[config.mk]
export PLATFORM = sky130hd
export DESIGN_NAME = swpp_cell
export DESIGN_NICKNAME = d
export VERILOG_FILES = /design/src/rtl/core/swpp_cell.sv
export SDC_FILE = /design/constraint.sdc
export NUM_CORES = 1
export LEC_CHECK = 0
export ABC_CLOCK_PERIOD_IN_PS = 3500
export BUFFER_PORTS_ARGS = -buffer_cell sky130_fd_sc_hd__buf_2
export CAP_MARGIN = 20
export CORE_MARGIN = 2
export CORE_UTILIZATION = 45
export DETAILED_ROUTE_END_ITERATION = 10
export GPL_ROUTABILITY_DRIVEN = 0
export GPL_TIMING_DRIVEN = 0
export PLACE_DENSITY = 0.74
export RECOVER_POWER = 25
export SYNTH_ARGS = -nofsm -noshare
export SYNTH_HDL_FRONTEND = slang
export SYNTH_SLANG_ARGS = --single-unit
export TNS_END_PERCENT = 30
[constraint.sdc]
create_clock -name clk_i -period 3.5 [get_ports clk_i]
set_clock_uncertainty 0.1 [all_clocks]
set_input_delay 0.7 -clock clk_i [delete_from_list [all_inputs] [get_ports clk_i]]
set_output_delay 0.7 -clock clk_i [all_outputs]
set_load 0.005 [all_outputs]
[src/rtl/core/swpp_cell.sv]
module swpp_cell #(
  parameter int unsigned SW = 16
) (
  input  logic          clk_i,
  input  logic          load_i,
  input  logic          restart_i,
  input  logic [SW-1:0] sample_i,
  input  logic [SW-1:0] prev_min_i,
  input  logic [SW-1:0] prev_max_i,
  output logic [SW-1:0] min_o,
  output logic [SW-1:0] max_o
);

  logic [SW-1:0] min_q, min_d;
  logic [SW-1:0] max_q, max_d;

  // extremes of the newest samples, one more than the neighbor covers
  always_comb begin
    if (restart_i) begin
      min_d = sample_i;
      max_d = sample_i;
    end else begin
      min_d = (sample_i < prev_min_i) ? sample_i : prev_min_i;
      max_d = (sample_i > prev_max_i) ? sample_i : prev_max_i;
    end
  end

  always_ff @(posedge clk_i) begin
    if (load_i) begin
      min_q <= min_d;
      max_q <= max_d;
    end
  end

  assign min_o = min_q;
  assign max_o = max_q;

endmodule

==> results.toml <==
[status]
run_status = "finished with violations"
violated_checks = "capacitance limit, slew limit"

[clock_network]
cts_root_buf = "sky130_fd_sc_hd__clkbuf_8"
maximum_root_to_sink_buffer_count = 2
cts_hold_repair.buffers = 0
clk_transition_reported_paths_ns = 0.07
cts_buffers = 5
ctsHtreeMaxLevel = 2
cts_tree = "yes"
cts_resized = 0
postCtsSetupRepairBufs = 0
cts.sink_count = 32

[placement]
worst_case_setup_slack_after_placement_ns = 0.1731
place_hpwl_um = 3462
detailed_place.area_um2 = 2685
io_buffer_count = 82

[sta]
report.final.slew_viol_count = 33
actual_transition_at_the_worst_max_transition_pin_ns = 1.753
max_freq_mhz = 332.5
grt_setup_unrepaired = "false"
final_period_minus_worst_setup_slack_ns = 3.007
setup_viol = 0
worst_slew_margin_relative_to_its_limit = -0.1685
hold_ws_ns = 0.6380
setup_total_negative_slack_ns = 0
post-route-period-util = 0.8592
worst_slack_ns = 0.4926
report.final.hold_viol_count = 0

[die]
number_of_placement_rows = 25
die_h_um = 73.78
start_util = 0.4638
area_enclosed_by_the_die_boundary_um2 = 5443
dieWidth_um = 73.78
placeableCoreArea_um2 = 4723
pin_count = 83

[pwr]
p_per_area_nw_per_um2 = 355.0
vdd_drop_max_uv = 194.1
p_leak_nw = 1.349

[finish]
antenna_cells_inserted = 0
num-nets-final = 352
areaGrowthSynthToFinish_pct = 25.99
post-route-cell-area_um2 = 2760
final_layout_size_suffix_gt1_frac = 0.4556

[global_routing]
initial_antenna_violation_count = 0
grt.total_usage = 0.1696
grt_pass1_vias = 1551
grt_max_degree = 33
congestion_overflow_gr = 0
grt_pass1_wl_um = 6913

[synthesis]
number_of_enable_type_register_cells_in_the_synthesized_netlist = 32
cell_accounting_for_the_most_synthesized_area = "sky130_fd_sc_hd__edfxtp_1"
mappedNetlistArea_um2 = 2191
post-synth-top-count-cell = "sky130_fd_sc_hd__inv_1"
synth_cell_type_count = 26
synth_top_area_frac = 0.4386
synth.yosys.warnings = 0
synth_cells = 181
syn_area_per_cell_um2 = 12.10
ys_dominant_reg_cell = "sky130_fd_sc_hd__edfxtp_1"
synthTopCellsByCount = "sky130_fd_sc_hd__inv_1, sky130_fd_sc_hd__edfxtp_1, sky130_fd_sc_hd__ha_1"
leading_post_synthesis_cells_by_cell_area = "sky130_fd_sc_hd__edfxtp_1, sky130_fd_sc_hd__ha_1, sky130_fd_sc_hd__mux2_2"
postSynth.asyncResetShare = 0
synthesis_stage_register_bit_count = 32
synth_seq_area_share = 0.4386
syn_nets = 263

[setup_path]
critPathCaptureType = "register"
data_arrival_time_of_the_critical_path_ns = 2.93
required_ns = 3.42
worst_setup_path_start_kind = "primary input"
critPathKind = "in -> reg"
critPathMaxFanout = 10

[route]
drt-total-wl_um = 4421
route.detailed.wl_per_inst_um = 13.12
route.vias.total = 1641
avgViaCountPerCell = 4.869
route.antenna.remaining_nets = 0
first_pass_iters = 4
post-route-drc-count = 0
drt_iter0_markers = 45

[job]
max_cap_violations = 1

[hold_path]
hp-class = "in -> reg"
layer usage:
layer,track usage,wire [um],vias up
li1,-,-,835
met1,0.2137,1994,748
met2,0.2808,2146,56
met3,0.04527,241,2
met4,0.05657,39,0
met5,0,0,-
worst max-delay path, stage by stage:
cell and delay, ns:
sky130_fd_sc_hd__buf_2 0.13, sky130_fd_sc_hd__ha_1 0.32, sky130_fd_sc_hd__nand4_2 0.16, sky130_fd_sc_hd__nor3_1 0.07, sky130_fd_sc_hd__or3_4 0.37, sky130_fd_sc_hd__o41ai_4 0.61, sky130_fd_sc_hd__buf_8 0.25, sky130_fd_sc_hd__mux2_4 0.31
power by group:
part / switching (mW) / internal (mW)
Clock: 0.130 / 0.131
Sequential: 0.00815 / 0.470
Combinational: 0.115 / 0.125
registers in the layout, summed over array words and instances (netlist names):
register,count
min_o,16
max_o,16
placed cells by master, fill, tap and decap left out, types with 2 or more instances in the layout:
| master | n |
|---|---|
| sky130_fd_sc_hd__nor3_1 | 2 |
| sky130_fd_sc_hd__o21ai_0 | 6 |
| sky130_fd_sc_hd__nor2_1 | 3 |
| sky130_fd_sc_hd__buf_2 | 82 |
| sky130_fd_sc_hd__nand2_1 | 11 |
| sky130_fd_sc_hd__mux2_4 | 10 |
| sky130_fd_sc_hd__ha_1 | 31 |
| sky130_fd_sc_hd__inv_1 | 33 |
| sky130_fd_sc_hd__mux2_2 | 21 |
| sky130_fd_sc_hd__clkbuf_8 | 5 |
| sky130_fd_sc_hd__nand3_1 | 2 |
| sky130_fd_sc_hd__nand4_1 | 2 |
| sky130_fd_sc_hd__a21oi_1 | 14 |
| sky130_fd_sc_hd__edfxtp_1 | 32 |
| sky130_fd_sc_hd__clkinv_1 | 2 |
cell type report:
class	instances	area (um^2)
Buffer	2	20.02
Clock buffer	5	68.82
Clock inverter	2	7.507
Fill cell	409	1963
Inverter	33	123.9
Multi-Input combinational cell	114	1086
Sequential cell	32	960.9
Tap cell	67	83.83
Timing Repair Buffer	82	409.1
metrics by stage:
step | util | instances | power, mW
4_1_cts | 0.5846 | 337 | 0.9933
3_5_place_dp | 0.5685 | 330 | 0.7286
2_1_floorplan | - | 181 | 0.6195
3_3_place_gp | 0.5685 | 330 | 0.7215
6_report | 0.5844 | 337 | 0.9798
5_1_grt | 0.5844 | 337 | 1.040
kinds of logic after synthesis:
group,share of synthesized area
flops,0.4386
mux,0.1810
simple gates,0.06111
fa+ha+maj,0.1770
buf+inv,0.06567
compound gates,0.07654
path summary, 6_finish.rpt:
check                     startpoint         to  depth (start not counted)
worst max-delay path    sample_i[13]  max_o[10]                          8
worst min-delay path  prev_min_i[15]  min_o[15]                          2
(Power assumes the default switching activity.)
